==> src/rtl/rlf_pkg.sv <==
// shared types and constants of the recursive lock with fifo wait queue
`default_nettype none
package rlf_pkg;

    // thread space and ring geometry
    localparam int THREADS      = 64;
    localparam int TID_W        = 6;
    localparam int FILL_W       = 7;
    localparam int COUNT_W      = 8;
    localparam int MAX_REPEAT   = 255;
    localparam int REPEAT_LIMIT = (MAX_REPEAT < 255) ? MAX_REPEAT : 255;

    // stream word widths
    localparam int IN_DATA_W  = 8;
    localparam int IN_USER_W  = 1;
    localparam int OUT_DATA_W = 24;

    // request kinds
    typedef enum logic {
        OP_ACQUIRE = 1'b0,
        OP_RELEASE = 1'b1
    } t_op;

    // result codes
    typedef enum logic [2:0] {
        ST_GRANTED    = 3'd0,
        ST_REPEAT     = 3'd1,
        ST_QUEUED     = 3'd2,
        ST_PARTIAL    = 3'd3,
        ST_FREED      = 3'd4,
        ST_HANDOFF    = 3'd5,
        ST_NOT_HOLDER = 3'd6,
        ST_ERROR      = 3'd7
    } t_status;

    // one result word
    typedef struct packed {
        logic [COUNT_W-1:0] hold_count;
        logic [TID_W-1:0]   woken_thread;
        logic               woken_valid;
        t_status            status;
    } t_result;

    // write and read request to the wait ring
    typedef struct packed {
        logic             we;
        logic [TID_W-1:0] waddr;
        logic [TID_W-1:0] wdata;
        logic [TID_W-1:0] raddr;
    } t_ring_req;

    // lock state visible to the top level
    typedef struct packed {
        logic               busy;
        logic [COUNT_W-1:0] count;
        logic [FILL_W-1:0]  fill;
    } t_lock_stat;

endpackage
`default_nettype wire

==> src/rtl/recursive_lock_fifo_waiters_core.sv <==
// top level of the recursive lock with fifo wait queue
//
// Usage: each input word carries one request. i_s_tuser[0] is the kind
// (0 acquire, 1 release) and i_s_tdata[5:0] the requesting thread id.
// Each request yields exactly one output word with the status, the woken
// thread on a hand-off and the holder's repeat count after the request.
// An accepted request raises o_m_tvalid once it has passed the input
// register, then the decision logic, lock state and ring update feeding
// the output register; a stall can hold it in the input register.
// Throughput is one request per cycle while i_m_tready is high; the state
// update of a request completes in the cycle it leaves the input
// register, and the head entry of the wait ring is prefetched through the
// ring's registered read port so a hand-off never waits for memory.
// Reset (i_rst_n low, synchronous) frees the lock, empties the queue and
// clears every waiting mark; ring contents need no clearing.
// When the receiver holds i_m_tready low the output word is held, the input
// register still fills, and o_s_tready drops once both stages are occupied.
`default_nettype none
module recursive_lock_fifo_waiters_core
    import rlf_pkg::*;
(
    input  wire logic                  i_clk,
    input  wire logic                  i_rst_n,
    input  wire logic                  i_s_tvalid,
    output logic                       o_s_tready,
    input  wire logic [IN_DATA_W-1:0]  i_s_tdata,   // thread_id[5:0], zero pad
    input  wire logic [IN_USER_W-1:0]  i_s_tuser,   // operation[0]
    output logic                       o_m_tvalid,
    input  wire logic                  i_m_tready,
    output logic [OUT_DATA_W-1:0]      o_m_tdata    // status[2:0], woken_valid[3],
                                                    // woken_thread[9:4],
                                                    // hold_count[17:10], zero pad
);

    logic             r_in_valid;
    t_op              r_in_op;
    logic [TID_W-1:0] r_in_tid;
    logic             r_out_valid;
    t_result          r_out;
    logic             advance;
    logic             fire;
    t_result          result;
    t_ring_req        ring_req;
    logic [TID_W-1:0] head_word;
    t_lock_stat       stat;

    assign advance    = !r_out_valid || i_m_tready;
    assign fire       = r_in_valid && advance;
    assign o_s_tready = !r_in_valid || advance;

    // input register
    always_ff @(posedge i_clk) begin
        if (!i_rst_n) begin
            r_in_valid <= 1'b0;
        end else if (o_s_tready) begin
            r_in_valid <= i_s_tvalid;
        end
    end

    always_ff @(posedge i_clk) begin
        if (o_s_tready && i_s_tvalid) begin
            r_in_op  <= t_op'(i_s_tuser[0]);
            r_in_tid <= i_s_tdata[TID_W-1:0];
        end
    end

    rlf_ctrl u_ctrl (
        .i_clk       (i_clk),
        .i_rst_n     (i_rst_n),
        .i_fire      (fire),
        .i_op        (r_in_op),
        .i_tid       (r_in_tid),
        .i_head_word (head_word),
        .o_result    (result),
        .o_ring_req  (ring_req),
        .o_stat      (stat)
    );

    rlf_ring u_ring (
        .i_clk       (i_clk),
        .i_req       (ring_req),
        .o_head_word (head_word)
    );

    // output register
    always_ff @(posedge i_clk) begin
        if (!i_rst_n) begin
            r_out_valid <= 1'b0;
        end else if (advance) begin
            r_out_valid <= r_in_valid;
        end
    end

    always_ff @(posedge i_clk) begin
        if (fire) begin
            r_out <= result;
        end
    end

    assign o_m_tvalid = r_out_valid;
    assign o_m_tdata  = {{(OUT_DATA_W - $bits(t_result)){1'b0}}, r_out};

`ifndef NO_ASSERTIONS
    // queue never holds more waiters than there are threads
    a_fill_bound: assert property (@(posedge i_clk) disable iff (!i_rst_n)
        stat.fill <= FILL_W'(THREADS))
        else $error("wait queue over capacity");

    // a held lock always has a nonzero count, a free one a zero count
    a_busy_count: assert property (@(posedge i_clk) disable iff (!i_rst_n)
        stat.busy == (stat.count != '0))
        else $error("repeat count disagrees with lock state");

    // waiters only exist while the lock is held
    a_wait_busy: assert property (@(posedge i_clk) disable iff (!i_rst_n)
        (stat.fill != '0) |-> stat.busy)
        else $error("waiters queued on a free lock");

    // a hand-off leaves the woken thread holding with count one
    a_handoff: assert property (@(posedge i_clk) disable iff (!i_rst_n)
        (fire && result.status == ST_HANDOFF) |=> (stat.busy && stat.count == COUNT_W'(1)))
        else $error("hand-off did not pass the lock");
`endif

endmodule
`default_nettype wire

==> src/rtl/rlf_ring.sv <==
// wait ring memory with registered, write-through read of the next head entry
`default_nettype none
module rlf_ring
    import rlf_pkg::*;
(
    input  wire logic             i_clk,
    input  wire t_ring_req        i_req,
    output logic [TID_W-1:0]      o_head_word
);

    logic [TID_W-1:0] r_mem [THREADS];
    logic [TID_W-1:0] r_rd_data;

    // write port
    always_ff @(posedge i_clk) begin
        if (i_req.we) begin
            r_mem[i_req.waddr] <= i_req.wdata;
        end
    end

    // read port, new data forwarded when it lands on the read address
    always_ff @(posedge i_clk) begin
        if (i_req.we && (i_req.waddr == i_req.raddr)) begin
            r_rd_data <= i_req.wdata;
        end else begin
            r_rd_data <= r_mem[i_req.raddr];
        end
    end

    assign o_head_word = r_rd_data;

endmodule
`default_nettype wire

==> src/rtl/rlf_ctrl.sv <==
// lock state, waiting marks and per-request decision logic
`default_nettype none
module rlf_ctrl
    import rlf_pkg::*;
(
    input  wire logic             i_clk,
    input  wire logic             i_rst_n,
    input  wire logic             i_fire,
    input  wire t_op              i_op,
    input  wire logic [TID_W-1:0] i_tid,
    input  wire logic [TID_W-1:0] i_head_word,
    output t_result               o_result,
    output t_ring_req             o_ring_req,
    output t_lock_stat            o_stat
);

    logic               r_busy, n_busy;
    logic [TID_W-1:0]   r_owner, n_owner;
    logic [COUNT_W-1:0] r_count, n_count;
    logic [TID_W-1:0]   r_head, n_head;
    logic [TID_W-1:0]   r_tail, n_tail;
    logic [FILL_W-1:0]  r_fill, n_fill;
    logic [THREADS-1:0] r_mark, n_mark;

    logic               tid_bad;
    logic [TID_W-1:0]   next_thread;
    logic               ring_we;
    t_status            status;
    logic               woken;

    assign tid_bad     = ({1'b0, i_tid} >= FILL_W'(THREADS));
    assign next_thread = i_head_word;

    // decision for one request
    always_comb begin
        n_busy  = r_busy;
        n_owner = r_owner;
        n_count = r_count;
        n_head  = r_head;
        n_tail  = r_tail;
        n_fill  = r_fill;
        n_mark  = r_mark;
        ring_we = 1'b0;
        woken   = 1'b0;
        status  = ST_ERROR;
        if (i_op == OP_ACQUIRE) begin
            priority if (tid_bad || r_mark[i_tid]) begin
                status = ST_ERROR;
            end else if (!r_busy) begin
                n_busy  = 1'b1;
                n_owner = i_tid;
                n_count = COUNT_W'(1);
                status  = ST_GRANTED;
            end else if (r_owner == i_tid) begin
                if (r_count >= COUNT_W'(REPEAT_LIMIT)) begin
                    status = ST_ERROR;
                end else begin
                    n_count = r_count + COUNT_W'(1);
                    status  = ST_REPEAT;
                end
            end else if (r_fill >= FILL_W'(THREADS)) begin
                status = ST_ERROR;
            end else begin
                ring_we        = 1'b1;
                n_tail         = (r_tail == TID_W'(THREADS - 1)) ? '0 : r_tail + TID_W'(1);
                n_fill         = r_fill + FILL_W'(1);
                n_mark[i_tid]  = 1'b1;
                status         = ST_QUEUED;
            end
        end else begin
            priority if (!r_busy || (r_owner != i_tid)) begin
                status = ST_NOT_HOLDER;
            end else if (r_count > COUNT_W'(1)) begin
                n_count = r_count - COUNT_W'(1);
                status  = ST_PARTIAL;
            end else if (r_fill == '0) begin
                n_busy  = 1'b0;
                n_owner = '0;
                n_count = '0;
                status  = ST_FREED;
            end else begin
                n_head              = (r_head == TID_W'(THREADS - 1)) ? '0 : r_head + TID_W'(1);
                n_fill              = r_fill - FILL_W'(1);
                n_mark[next_thread] = 1'b0;
                n_owner             = next_thread;
                n_count             = COUNT_W'(1);
                woken               = 1'b1;
                status              = ST_HANDOFF;
            end
        end
    end

    // state registers, updated only for an accepted request
    always_ff @(posedge i_clk) begin
        if (!i_rst_n) begin
            r_busy  <= 1'b0;
            r_owner <= '0;
            r_count <= '0;
            r_head  <= '0;
            r_tail  <= '0;
            r_fill  <= '0;
            r_mark  <= '0;
        end else if (i_fire) begin
            r_busy  <= n_busy;
            r_owner <= n_owner;
            r_count <= n_count;
            r_head  <= n_head;
            r_tail  <= n_tail;
            r_fill  <= n_fill;
            r_mark  <= n_mark;
        end
    end

    // ring requests: read always targets the head of the coming cycle
    always_comb begin
        o_ring_req.we    = i_fire && ring_we;
        o_ring_req.waddr = r_tail;
        o_ring_req.wdata = i_tid;
        o_ring_req.raddr = i_fire ? n_head : r_head;
    end

    // result word
    always_comb begin
        o_result.status       = status;
        o_result.woken_valid  = woken;
        o_result.woken_thread = woken ? next_thread : '0;
        o_result.hold_count   = n_count;
    end

    assign o_stat.busy  = r_busy;
    assign o_stat.count = r_count;
    assign o_stat.fill  = r_fill;

endmodule
`default_nettype wire
==> config.mk <==
export PLATFORM = sky130hd
export DESIGN_NAME = recursive_lock_fifo_waiters_core
export DESIGN_NICKNAME = d
export VERILOG_FILES = /design/src/rtl/rlf_pkg.sv /design/src/rtl/recursive_lock_fifo_waiters_core.sv /design/src/rtl/rlf_ring.sv /design/src/rtl/rlf_ctrl.sv
export SDC_FILE = /design/constraint.sdc
export NUM_CORES = 1
export LEC_CHECK = 0
export BUFFER_PORTS_ARGS = -buffer_cell sky130_fd_sc_hd__buf_2
export CAP_MARGIN = 25
export CORE_MARGIN = 2
export CORE_UTILIZATION = 28
export CTS_CLUSTER_DIAMETER = 100
export DETAILED_ROUTE_END_ITERATION = 12
export GPL_TIMING_DRIVEN = 0
export PLACE_DENSITY = 0.52
export SLEW_MARGIN = 30
export SYNTH_ARGS = -nofsm -noshare
export SYNTH_HDL_FRONTEND = slang
export SYNTH_SLANG_ARGS = --single-unit
==> constraint.sdc <==
create_clock -name i_clk -period 8.1 [get_ports i_clk]
set_input_delay 0 -clock i_clk [delete_from_list [all_inputs] [get_ports i_clk]]
set_output_delay 0 -clock i_clk [all_outputs]
set_load 0.005 [all_outputs]
* After elaboration in Yosys (flattened, before gate mapping) *
Memory sizes are Yosys's and may differ from the RTL's. A register that Yosys moved wholly into a read port is not among the register bits.
Cells that the tools add are included.

operators by class
  equal/unequal tests = 12
  reduce and logical (&&, ||, !) cells = 17
  order comparisons = 7
  bitwise logic cells = 7
  $add $sub $neg = 6
  muxes and demuxes = 68

operators by type and width
  kind                 count
  $mux 64              8
  $mux 6               13
  $and 64x64->64       1
  $not 64->64          1
  $or 64x64->64        1
  $mux 7               8
  $mux 8               7
  $mux 3               8
  $mux 1               21
  $lt 6x7->1 const B   2
  $ne 2x2->1 const B   7
  $add 6x1->6 const B  2
  $demux 1 s6          2
  $eq 6x6->1 const B   2
  $ge 6x1->1 const B   2
  $reduce_and 5->1     2
  $add 8x1->8 const B  1
  $ge 8x8->1 const B   1
  $gt 8x1->1 const B   1
  $reduce_and 8->1     1
  $sub 8x1->8 const B  1
  $add 7x1->7 const B  1
  $ge 7x7->1 const B   1
  $logic_not 7->1      1
  11 further kinds     22

word-level totals
  bits of input ports = 13
  output and inout port bits = 26
  memory bits (writable) = 384
  memories kept = 1
  register bits = 125

memory list
  memory        words  bits a word  rd ports  clocked after memory_dff  wr ports  RTL line        text
  u_ring.r_mem  64     6            1         1                         1         rlf_ring.sv:11  logic [TID_W-1:0] r_mem [THREADS];

* Logic depth before layout (Yosys ltp) *
Gate-level depths: netlist (run 1).

  depth after elaboration = 10
  mapped depth = 14
  mapped depth without buffers = 10

* Cells and area by module *
A second synthesis (run 1) with hierarchy kept.

second synthesis, totals
  cells, all modules = 1,459
  area total of the unflattened synthesis = 21,878.5 um^2

by module, submodules not included
  module                            sequential area each (um^2)  area an instance (um^2)  cells an instance  times used
  rlf_ring                          11,651.2                     15,225.9                 720                1
  rlf_ctrl                          1,961.9                      5,749.3                  698                1
  recursive_lock_fifo_waiters_core  790.8                        903.4                    41                 1

* Least setup slack after synthesis (run 1) *
No wires, ideal clock.

  kind = reg2reg
  start = register r_in_tid[2]
  end = memory u_ring.r_mem[57][0], enable pin
  arrival time = 4.117 ns
  data required time = 7.750 ns
  library setup time = 0.350 ns
  stages on the path, launching flop included = 11
  path buffers = 3
  setup slack = 3.632 ns
  clock period less this slack = 4.468 ns
  cell sequence = edfxtp_1 > buf_2 > buf_1 > mux4_2 > a22oi_1 > nand4_1 > a21oi_1 > nand2_1 > or4_1 > clkbuf_1 > nor2_1

between the ends
  cells in the longest elaborated chain, start to end = 8
  elaborated cells on any way between the ends = 10
  those cells by class = eq/ne: 1; mux: 8; reduce/logical: 1

RTL lines
  what                                                                RTL line                                text
  from (decl)                                                         recursive_lock_fifo_waiters_core.sv:37  logic [TID_W-1:0] r_in_tid;
  from (signal assigned)                                              recursive_lock_fifo_waiters_core.sv:63  r_in_tid <= i_s_tdata[TID_W-1:0];
  parallel branches: the longest is 3 deep, another holds $bmux 1 s6  --
  $mux 1 *                                                            rlf_ctrl.sv:47                          priority if (tid_bad || r_mark[i_tid]) begin
  $mux 1 *                                                            rlf_ctrl.sv:46                          if (i_op == OP_ACQUIRE) begin
  $logic_and 1x1->1 *                                                 rlf_ctrl.sv:116                         o_ring_req.we = i_fire && ring_we;
  $mux 1 *                                                            rlf_ring.sv:16                          if (i_req.we) begin
  $mux 1 (not written as such) *                                      rlf_ring.sv:17                          r_mem[i_req.waddr] <= i_req.wdata;
  to (decl)                                                           rlf_ring.sv:11

Every way passes the cells marked *. The select of a mux whose other input is x is not followed.

* Final worst setup path (run 1) *
  start = register r_in_tid[2]
  end = memory u_ring.r_mem[25][1], enable pin

The elaborated chain is that of the path after synthesis.

==> summary.txt, run 1 <==
Floorplanning
  – Rows: 102
  – DIE HEIGHT: 283 µm
  – Starting density of the core: 0.283
  – Boundary Pins: 39
  – Die area: 0.0803 mm²
  – Die Wd: 283 µm
  – Core area: approximately 0.077 mm²

Worst setup path
  – Worst reg2reg path endpoint: u_ring.r_mem[25][1]$_DFFE_PP_
  – Worst R2R Setup Slack: slightly below 2000 ps
  – CP max stage cell: buf_1
  – WP data required: 8330 ps
  – Most frequent CP cell: a21oi_1
  – Reg2reg start: r_in_tid[2]$_DFFE_PP_
  – CP Buf/Inv Count: 3
  – Slowest cell delay on critical path: 760 ps
  – Nature of the critical path endpoint: flop
  – Critical Path, Cell by Cell: buf_2, buf_1, mux2i_1, a21oi_1, nand3_1, nand4_1, a21oi_1, nand2_1, or4_1, clkbuf_1, nor2_1
  – R2R depth: 11
  – Setup CP Type: reg2reg
  – Critical Path Fanout Max: 11
  – Startpoint Class: flop
  – Arr. time, crit path: 6360 ps
  – Crit path max-delay family: simple AND/OR/NAND/NOR gates

Timing
  – Final TNS setup: 0 ps
  – Clock skew: approximately 20 ps
  – Tmin final: 6130 ps
  – Slew at the pin closest to its max-slew limit: 1060 ps
  – Slew headroom: 0.293
  – Period utilisation layout: 0.756
  – Endpoints failing setup: 0
  – Slew Viols, Final: 0
  – Highest clock rate: 0.163 GHz
  – Final Hold Vio Count: 0
  – RSZ-0062 raised after global routing: no

GRT
  – First-pass GRT wire length: 92.5 mm
  – Total track usage: 0.154
  – Initial antenna violation count: 0
  – Largest net degree at the start of global routing: 28
  – Vias in the first global route: roughly 14000
  – Congestion Overflow GR: 0

Final layout
  – Most frequent cells in the layout: edfxtp_1 (409), nor2_1 (122), dfxtp_1 (106), mux4_2 (104), nor3_1 (69)
  – # diodes: 0
  – NumNets Final: 1594
  – Syn-to-layout area delta: 16.5%
  – Most common cell after layout, fill and taps aside: edfxtp_1
  – Layout cell share with drive strength beyond 1: 0.207

Placed design
  – Port-buffer cells: 30
  – DP HPWL: 42.6 mm
  – Gpl congestion: roughly 0.87

Power and ir drop
  – Gate power share: 0.033
  – Max IR drop VDD: 0.150 mV
  – Pwr dens: 215 mW/mm²
  – Switch share: 0.210
  – Tot Pwr: 5.49 mW
  – Clock power share: 0.444
  – Sw Pwr: roughly 1.2 mW
  – P_int: 4.33 mW
  – P_leak: 8.06 nW
  – Flop pwr share: 0.524

Synthesis
  – Yosys reg bits: roughly 500
  – Post-Syn Area: roughly 0.022 mm²
  – Post-synth EDFFs: 409
  – Mapped Cells: 1447
  – Yosys warns: 0
  – Ys flop type: edfxtp_1
  – Async SR Flop Fraction: 0
  – Seq/Total Area, Yosys: 0.659
  – Post-synth cell types: 80
  – Syn avg cell area: around 15 µm²

Clocking
  – Sink Count: 515
  – H-Tree Depth: 2
  – Clock Path Buffers: 3
  – Reg clk slew, reported paths: about 60 ps
  – Clk root buf: clkbuf_16
  – Worst skew pair latency: 610 ps
  – Clock tree from TritonCTS: yes
  – Clock buffer count from CTS: 55
  – Resize count post-CTS: 0

Worst hold path
  – Hold path start: i_s_tuser
  – Hold crit path type: in2reg
  – Hold depth: 2
  – Hold path endpoint: r_in_op$_DFFE_PP_

Detailed routing
  – ANT nets after route: 0
  – WL per Instance: 23.8 µm
  – Initial DRC count: 1491
  – Vias per cell: slightly above 5
  – DRT Pass-1 Iters: 6
  – Drc violations: 0
  – Via count of the routed design: 13756
  – Final wirelength: 63.1 mm

Run
  – Max-cap violations: 0

Outcome
  – Outcome: completed
[logic make-up after synthesis]
family | count (synthesis) | share of synthesized area
AOI/OAI and AO/OA | 233 | 0.0844
xor gates and xnor gates | 15 | 0.00601
adders and majority gates | 11 | 0.00664
buffers and inverters | 136 | 0.0291
DFF | 515 | 0.659
muxes | 151 | 0.129
other | 1 | 0.000172
and+or+nand+nor | 385 | 0.0858
[area by class of cell]
cell class / instances / area, µm²
inverters: 31 / 116
repair buffers: 61 / 539
flip-flops and latches: 515 / 14400
plain buffers: 105 / 524
clock inverters: 30 / 272
clock buffers: 68 / 1450
well taps: 1040 / 1300
fillers: 7597 / 51900
multi-input cells: 801 / 6860
[metal layers]
metal	up-vias	share of wire	global-route usage
met5	-	0	0
met3	90	0.069	0.0285
li1	5983	-	-
met4	0	0.022	0.0407
met2	521	0.47	0.249
met1	7162	0.43	0.214
[cells in the mapped netlist (8+ instances only)]
cell type  count  area [µm²]
o221a_2       36         405
a31oi_1       19         119
edfxtp_1     409       12300
or3_1         11        68.8
ha_1          10         125
nand2b_1      11        68.8
dfxtp_1      106        2120
o22ai_1        8        50.1
o221a_1       20         225
inv_1         30         113
nor3_1        69         345
mux4_2       104        2340
clkbuf_1      53         199
nand2_1       60         225
xnor2_1       13         114
and2_1        18         113
a21oi_1       36         180
nor2b_1        9        56.3
o21ai_0       19        95.1
buf_4         14         105
a211oi_1      13        97.6
buf_1         11        41.3
nand4_1       12        75.1
mux2i_1       40         400
nand3_1       28         140
a22oi_1       27         203
and3_1        10        62.6
buf_2         20         100
nor2_1       122         458
[worst reg2reg max path: cells and delay by family, from the launching register on]
kind	cells	cell delay (ps)
simple gates	5	2190
buf+inv	3	1550
compound gates	2	880
mux	1	430
flops	1	700
[timing repair]
item                                   CTS  global route
endpoints found under the hold margin   24             0
setup buffers                            0             0
hold buffers                            11             0
[flip-flops by register name, summed over array words and instances (netlist names), named ones only]
name	cells
r_in_tid	6
u_ctrl.r_owner	6
o_m_tvalid	1
r_in_valid	1
u_ctrl.r_tail	6
u_ctrl.r_head	6
r_in_op	1
u_ctrl.r_count	8
u_ring.r_mem	384
o_m_tdata	18
u_ctrl.r_busy	1
u_ctrl.r_mark	64
u_ctrl.r_fill	7
[power by group through the flow]
stage | Sequential [mW] | Combinational (mW) | Clock, mW
after floorplan | 2.94 | 0.0827 | 0
after global placement | 2.96 | 0.127 | 0
after detailed placement | 2.93 | 0.173 | 0
after CTS | 2.87 | 0.178 | 2.48
after global routing | 2.87 | 0.193 | 2.57
final | 2.87 | 0.180 | 2.43
[worst max path at each step]
stage                               start                            end  slack (ps)  cells past startpoint
floorplan           r_in_tid[2]$_DFFE_PP_  u_ring.r_mem[57][0]$_DFFE_PP_        3630                     10
global placement    r_in_tid[2]$_DFFE_PP_  u_ring.r_mem[17][2]$_DFFE_PP_         830                     11
detailed placement  r_in_tid[2]$_DFFE_PP_  u_ring.r_mem[29][2]$_DFFE_PP_        2000                     10
CTS                 r_in_tid[2]$_DFFE_PP_  u_ring.r_mem[29][2]$_DFFE_PP_        2030                     10
global route        r_in_tid[2]$_DFFE_PP_   u_ring.r_mem[5][4]$_DFFE_PP_        1770                     11
finish              r_in_tid[2]$_DFFE_PP_  u_ring.r_mem[25][1]$_DFFE_PP_        1970                     11
[through the flow]
step           instance area, µm²  setup WS (ps)  std cells  hold WS (ps)  utilization
3_5_place_dp                23600           2000       2542           178        0.306
4_1_cts                     25500           2030       2651          67.4        0.329
3_3_place_gp                23300            834       2522           177        0.302
6_report                    25500           1970       2651           111        0.329
5_1_grt                     25500           1770       2651           109        0.329
2_1_floorplan               21900           3630       1452          98.9            -
Note: power is estimated with default switching activity, not from simulation.
==> run 2, diff against run 1 <==
clock period = 6.2 ns   (was 8.1 ns; I/O delays follow)
==> summary.txt, run 2 (same netlist as run 1, synthesis figures left out) <==
Timing
  – Tmin final: 5890 ps
  – Slew at the pin closest to its max-slew limit: 1060 ps
  – Endpoints failing setup: 0
  – Final Hold Vio Count: 0
  – Clock skew: 18.7 ps
  – Slew headroom: 0.291
  – Slew Viols, Final: 0
  – Period utilisation layout: 0.950
  – Worst hold slack: 111 ps
  – RSZ-0062 raised after global routing: no
  – Highest clock rate: 0.170 GHz

Floorplanning
  – Die Wd: 283 µm
  – Rows: 102
  – DIE HEIGHT: 283 µm
  – Starting density of the core: 0.283
  – Core area: 0.0773 mm²
  – Die area: 0.0803 mm²
  – Boundary Pins: 39

Clocking
  – Sink Count: about 520
  – Clk root buf: clkbuf_16
  – Reg clk slew, reported paths: 60 ps
  – H-Tree Depth: 2
  – Worst skew pair latency: 610 ps
  – Clock tree from TritonCTS: yes
  – Clock buffer count from CTS: 55
  – Clock Path Buffers: 3
  – Post-CTS setup buffer count: 0

GRT
  – First-pass GRT wire length: 92.5 mm
  – Vias in the first global route: roughly 14000
  – Initial antenna violation count: 0
  – Congestion Overflow GR: 0
  – Total track usage: 0.154
  – Largest net degree at the start of global routing: 28

Final layout
  – Syn-to-layout area delta: 16.5%
  – Count of non-filler cells in the finished layout: 2651
  – Most frequent cells in the layout: edfxtp_1 (409), nor2_1 (122), dfxtp_1 (106), mux4_2 (104), nor3_1 (69)
  – NumNets Final: 1594
  – Register with the most flip-flops: u_ring.r_mem
  – Layout cell share with drive strength beyond 1: 0.207
  – Most common cell after layout, fill and taps aside: edfxtp_1
  – Max FFs per register: 384
  – # diodes: 0

Placed design
  – Gpl congestion: 0.869
  – Placed insts: approximately 2500
  – Port-buffer cells: 30
  – DP HPWL: 42.6 mm

Detailed routing
  – ANT nets after route: 0
  – Via count of the routed design: approximately 14000
  – DRT Pass-1 Iters: 5
  – Vias per cell: around 5.2
  – Final wirelength: 63.1 mm
  – WL per Instance: between 20 and 25 µm
  – Drc violations: 0
  – Initial DRC count: 1494

Worst hold path
  – Hold crit path type: in2reg

Power and ir drop
  – P_leak: about 8.1 nW
  – Max IR drop VDD: 0.197 mV
  – Pwr dens: 281 mW/mm²

Worst setup path
  – Setup CP Type: reg2reg
  – Arr. time, crit path: between 6000 and 7000 ps
  – WP data required: 6430 ps
  – Nature of the critical path endpoint: flop
  – Startpoint Class: flop
  – Critical Path Fanout Max: 11

Run
  – Max-cap violations: 0

Outcome
  – Outcome: completed
## run 2: changes by cell type in the layout (fill, tap and decap cells not counted), sizes merged
cell,change
clkdlybuf4s15,+1
buf,-1
## run 2: cell type report
type                    count  area (µm²)
repair buffers             61         539
inverters                  31         116
flip-flops and latches    515       14400
fillers                  7598       51900
clock inverters            30         272
plain buffers             105         531
multi-input cells         801        6860
clock buffers              68        1450
well taps                1040        1300
## run 2: worst paths after layout
path / endpoint / cells after the start / slack (ps) / startpoint
worst max-delay path: u_ring.r_mem[34][5]$_DFFE_PP_ / 11 / 310 / r_in_tid[2]$_DFFE_PP_
worst max register to register: u_ring.r_mem[34][5]$_DFFE_PP_ / 11 / 310 / r_in_tid[2]$_DFFE_PP_
worst min-delay path: r_in_op$_DFFE_PP_ / 2 / 110 / i_s_tuser
worst min register to register: u_ctrl.r_owner[5]$_SDFFE_PN0P_ / 2 / 470 / u_ctrl.r_owner[5]$_SDFFE_PN0P_
## run 2: through the flow
step | utilization | setup TNS (ps) | instance area, µm² | total power [mW] | setup WS [ps]
after global placement | 0.302 | -339920 | 23300 | 4.03 | -1070
final | 0.329 | 0 | 25500 | 7.17 | 308
after detailed placement | 0.306 | 0 | 23600 | 4.05 | 99.2
after floorplan | - | 0 | 21900 | 3.95 | 1730
after CTS | 0.329 | 0 | 25500 | 7.23 | 134
after global routing | 0.329 | 0 | 25500 | 7.37 | 157
## run 2: per-layer routing
metal,track usage,wire length (µm)
met5,0,0
met3,0.0285,4390
met1,0.214,27300
met2,0.249,30000
met4,0.0407,1420
## run 2: critical path, cell delays in order (launching register included)
cell and delay (ps):
edfxtp_1 700, buf_2 390, clkdlybuf4s15_1 770, mux2i_1 430, a21oi_1 120, nand3_1 100
nand4_1 350, a21oi_2 550, and2_0 190, clkbuf_1 290, nand4_1 750, nor2_1 850
## run 2: what timing repair did
action,in CTS,in global routing
gates resized for setup,0,2
endpoints found under the hold margin,24,0
setup endpoints to repair,0,143
hold buffers,11,0
## run 2: power by group
| group | switching, mW | internal, mW |
|---|---|---|
| Clock | 1.33 | 1.85 |
| Sequential | 0.0148 | 3.74 |
| Combinational | 0.162 | 0.0737 |
==> run 3, diff against run 2 <==
ABC_AREA = 1   (was not set)
==> summary.txt, run 3 <==
Worst setup path
  – Critical Path Fanout Max: 13
  – Critical Path, Cell by Cell: buf_6, nand2_1, inv_1, nand3_1, nand2_1, o21ai_1, nand2_1, nor2_2, nand3_2, inv_2, nand2_4, nor2_4, nand3_1, nor2_1
  – CP Buf/Inv Count: 3
  – Slowest cell delay on critical path: around 810 ps
  – Setup CP Type: reg2reg
  – WP data required: 6420 ps
  – Arr. time, crit path: between 4000 and 5000 ps
  – Most frequent CP cell: nand2_1
  – Crit path max-delay family: simple AND/OR/NAND/NOR gates
  – Nature of the critical path endpoint: flop
  – Startpoint Class: flop
  – CP max stage cell: nor2_1

Power and ir drop
  – Pwr dens: 275 mW/mm²
  – Max IR drop VDD: 0.204 mV
  – P_leak: 10.4 nW
  – Gate power share: 0.037
  – Sw Pwr: between 1.5 and 2 mW
  – P_int: about 5.8 mW
  – Switch share: 0.222
  – Tot Pwr: 7.40 mW
  – Clock power share: 0.456
  – Flop pwr share: 0.507

Synthesis
  – Post-Syn Area: between 0.02 and 0.025 mm²
  – Mapped Cells: approximately 2400
  – Synth cell count leaders: nand2_1 (804), nand3_1 (462), edfxtp_1 (409), inv_1 (149), nor2_1 (130)
  – Largest family of logic cells by synthesized area: simple AND/OR/NAND/NOR gates
  – Share of the synthesized area in the top cell type: 0.533
  – Post-synth EDFFs: 409
  – Largest cells by area after synthesis: edfxtp_1 (53%), nand2_1 (13%), nand3_1 (10%)
  – Yosys warns: 0
  – Yosys top cell by area: edfxtp_1
  – Multiplexer area fraction after synthesis: 0.000434
  – Syn avg cell area: 9.45 µm²
  – Seq/Total Area, Yosys: 0.625
  – Post-synth cell types: 44
  – Async SR Flop Fraction: 0
  – Xor/xnor cell area share of the yosys netlist: 0.00380
  – Adder-cell share of the synthesized area: 0.00630
  – Synth Area in Compound Gates: 0.0361
  – Most common cell in the netlist: nand2_1
  – Synth Area in Simple Gates: 0.274
  – Yosys reg bits: between 500 and 600
  – Ys flop type: edfxtp_1

Placed design
  – Post-DP Area: 0.0249 mm²
  – Port-buffer cells: 30
  – DP HPWL: about 55 mm
  – Gpl congestion: 0.952
  – Pre-CTS setup slack: 1850 ps

Floorplanning
  – Core area: 0.0818 mm²
  – Die area: about 0.085 mm²
  – Starting density of the core: 0.282
  – Boundary Pins: 39
  – DIE HEIGHT: 291 µm
  – Die Wd: 291 µm
  – Rows: 105

Clocking
  – Resize count post-CTS: 0
  – CTS Hold Bufs: 12
  – Post-CTS setup buffer count: 0
  – Sink Count: 515
  – Worst skew pair latency: 640 ps
  – Clock tree from TritonCTS: yes
  – Clock buffer count from CTS: 56
  – Reg clk slew, reported paths: 60 ps
  – Clk root buf: clkbuf_16
  – H-Tree Depth: 2
  – Clock Path Buffers: 3

GRT
  – Grt met1 use: 0.275
  – Met3 Resource Use GR: 0.0305
  – Initial antenna violation count: 0
  – Congestion Overflow GR: 0
  – M2 GR Usage: 0.295
  – GR peak layer: met2
  – Total track usage: 0.194
  – First-pass GRT wire length: 120 mm
  – Vias in the first global route: 17230
  – Largest net degree at the start of global routing: 25

Final layout
  – FILL cells: 8456
  – Most common cell after layout, fill and taps aside: nand2_1
  – # diodes: 0
  – NumNets Final: 2596
  – Register with the most flip-flops: u_ring.r_mem
  – Max FFs per register: 384
  – Layout cell share with drive strength beyond 1: 0.107
  – Most frequent cells in the layout: nand2_1 (804), nand3_1 (462), edfxtp_1 (409), inv_1 (148), nor2_1 (129)
  – Post-Route Utilization: 0.328
  – Syn-to-layout area delta: 16.6%
  – Fin area: 0.0269 mm²

Timing
  – Clock skew: 55.0 ps
  – RSZ-0062 raised after global routing: no
  – Slew Viols, Final: 0
  – Slew at the pin closest to its max-slew limit: about 1100 ps
  – Tmin final: 4450 ps
  – Slew headroom: 0.248
  – Final worst slack: approximately 1700 ps
  – Final TNS setup: 0 ps
  – Final Hold Vio Count: 0
  – Period utilisation layout: 0.718
  – Endpoints failing setup: 0
  – Highest clock rate: 0.225 GHz

Detailed routing
  – ANT nets after route: 0
  – Drc violations: 0
  – DRT Pass-1 Iters: 6
  – Final wirelength: about 83 mm
  – Via count of the routed design: about 19000
  – Vias per cell: 5.02
  – Initial DRC count: 2218
  – WL per Instance: 22.5 µm

Run
  – Max-cap violations: 0

Worst hold path
  – Hold crit path type: in2reg

Outcome
  – Outcome: completed
run 3: power groups by stage:
stage | registers, mW | logic (mW) | clock network, mW
6_report | 3.76 | 0.273 | 3.37
5_1_grt | 3.76 | 0.297 | 3.54
4_1_cts | 3.76 | 0.269 | 3.42
3_5_place_dp | 3.83 | 0.262 | 0
3_3_place_gp | 3.88 | 0.197 | 0
2_1_floorplan | 3.85 | 0.131 | 0
run 3: routing by layer:
metal	vias up	routed length (µm)	share of wire
li1	8512	-	-
met1	8906	35900	0.43
met2	919	36200	0.44
met3	181	7640	0.092
met4	0	3320	0.040
met5	-	0	0
run 3: layout make-up:
class                           count  area (µm²)  area share
Inverter                          164         618      0.0230
Sequential cell                   515       14400       0.536
Multi-Input combinational cell   1645        7420       0.276
Clock buffer                       70        1470      0.0548
Timing Repair Buffer               69         623      0.0232
Buffer                            121         628      0.0234
Clock inverter                     34         369      0.0137
Tap cell                         1070        1340      0.0498
run 3: per-stage QoR:
stage	cells	hold slack, ps
floorplan	2445	98.9
global placement	3545	179
detailed placement	3572	184
CTS	3688	59.5
global route	3688	108
finish	3688	98.4
run 3: cell families after synthesis:
logic type,Yosys count
muxes,1
adders and majority gates,11
AOI/OAI and AO/OA,159
and+or+nand+nor,1458
buffers and inverters,285
xor gates and xnor gates,10
other,1
DFF,515
run 3: final timing paths:
check                                     start                             to  slack (ps)  cells after the start
hold / removal                     i_s_tdata[1]          r_in_tid[1]$_DFFE_PP_         100                      2
setup / recovery          r_in_tid[2]$_DFFE_PP_  u_ring.r_mem[32][4]$_DFFE_PP_        1750                     14
hold reg to reg   u_ctrl.r_fill[5]$_SDFFE_PN0P_  u_ctrl.r_fill[5]$_SDFFE_PN0P_         490                      2
setup reg to reg          r_in_tid[2]$_DFFE_PP_  u_ring.r_mem[32][4]$_DFFE_PP_        1750                     14
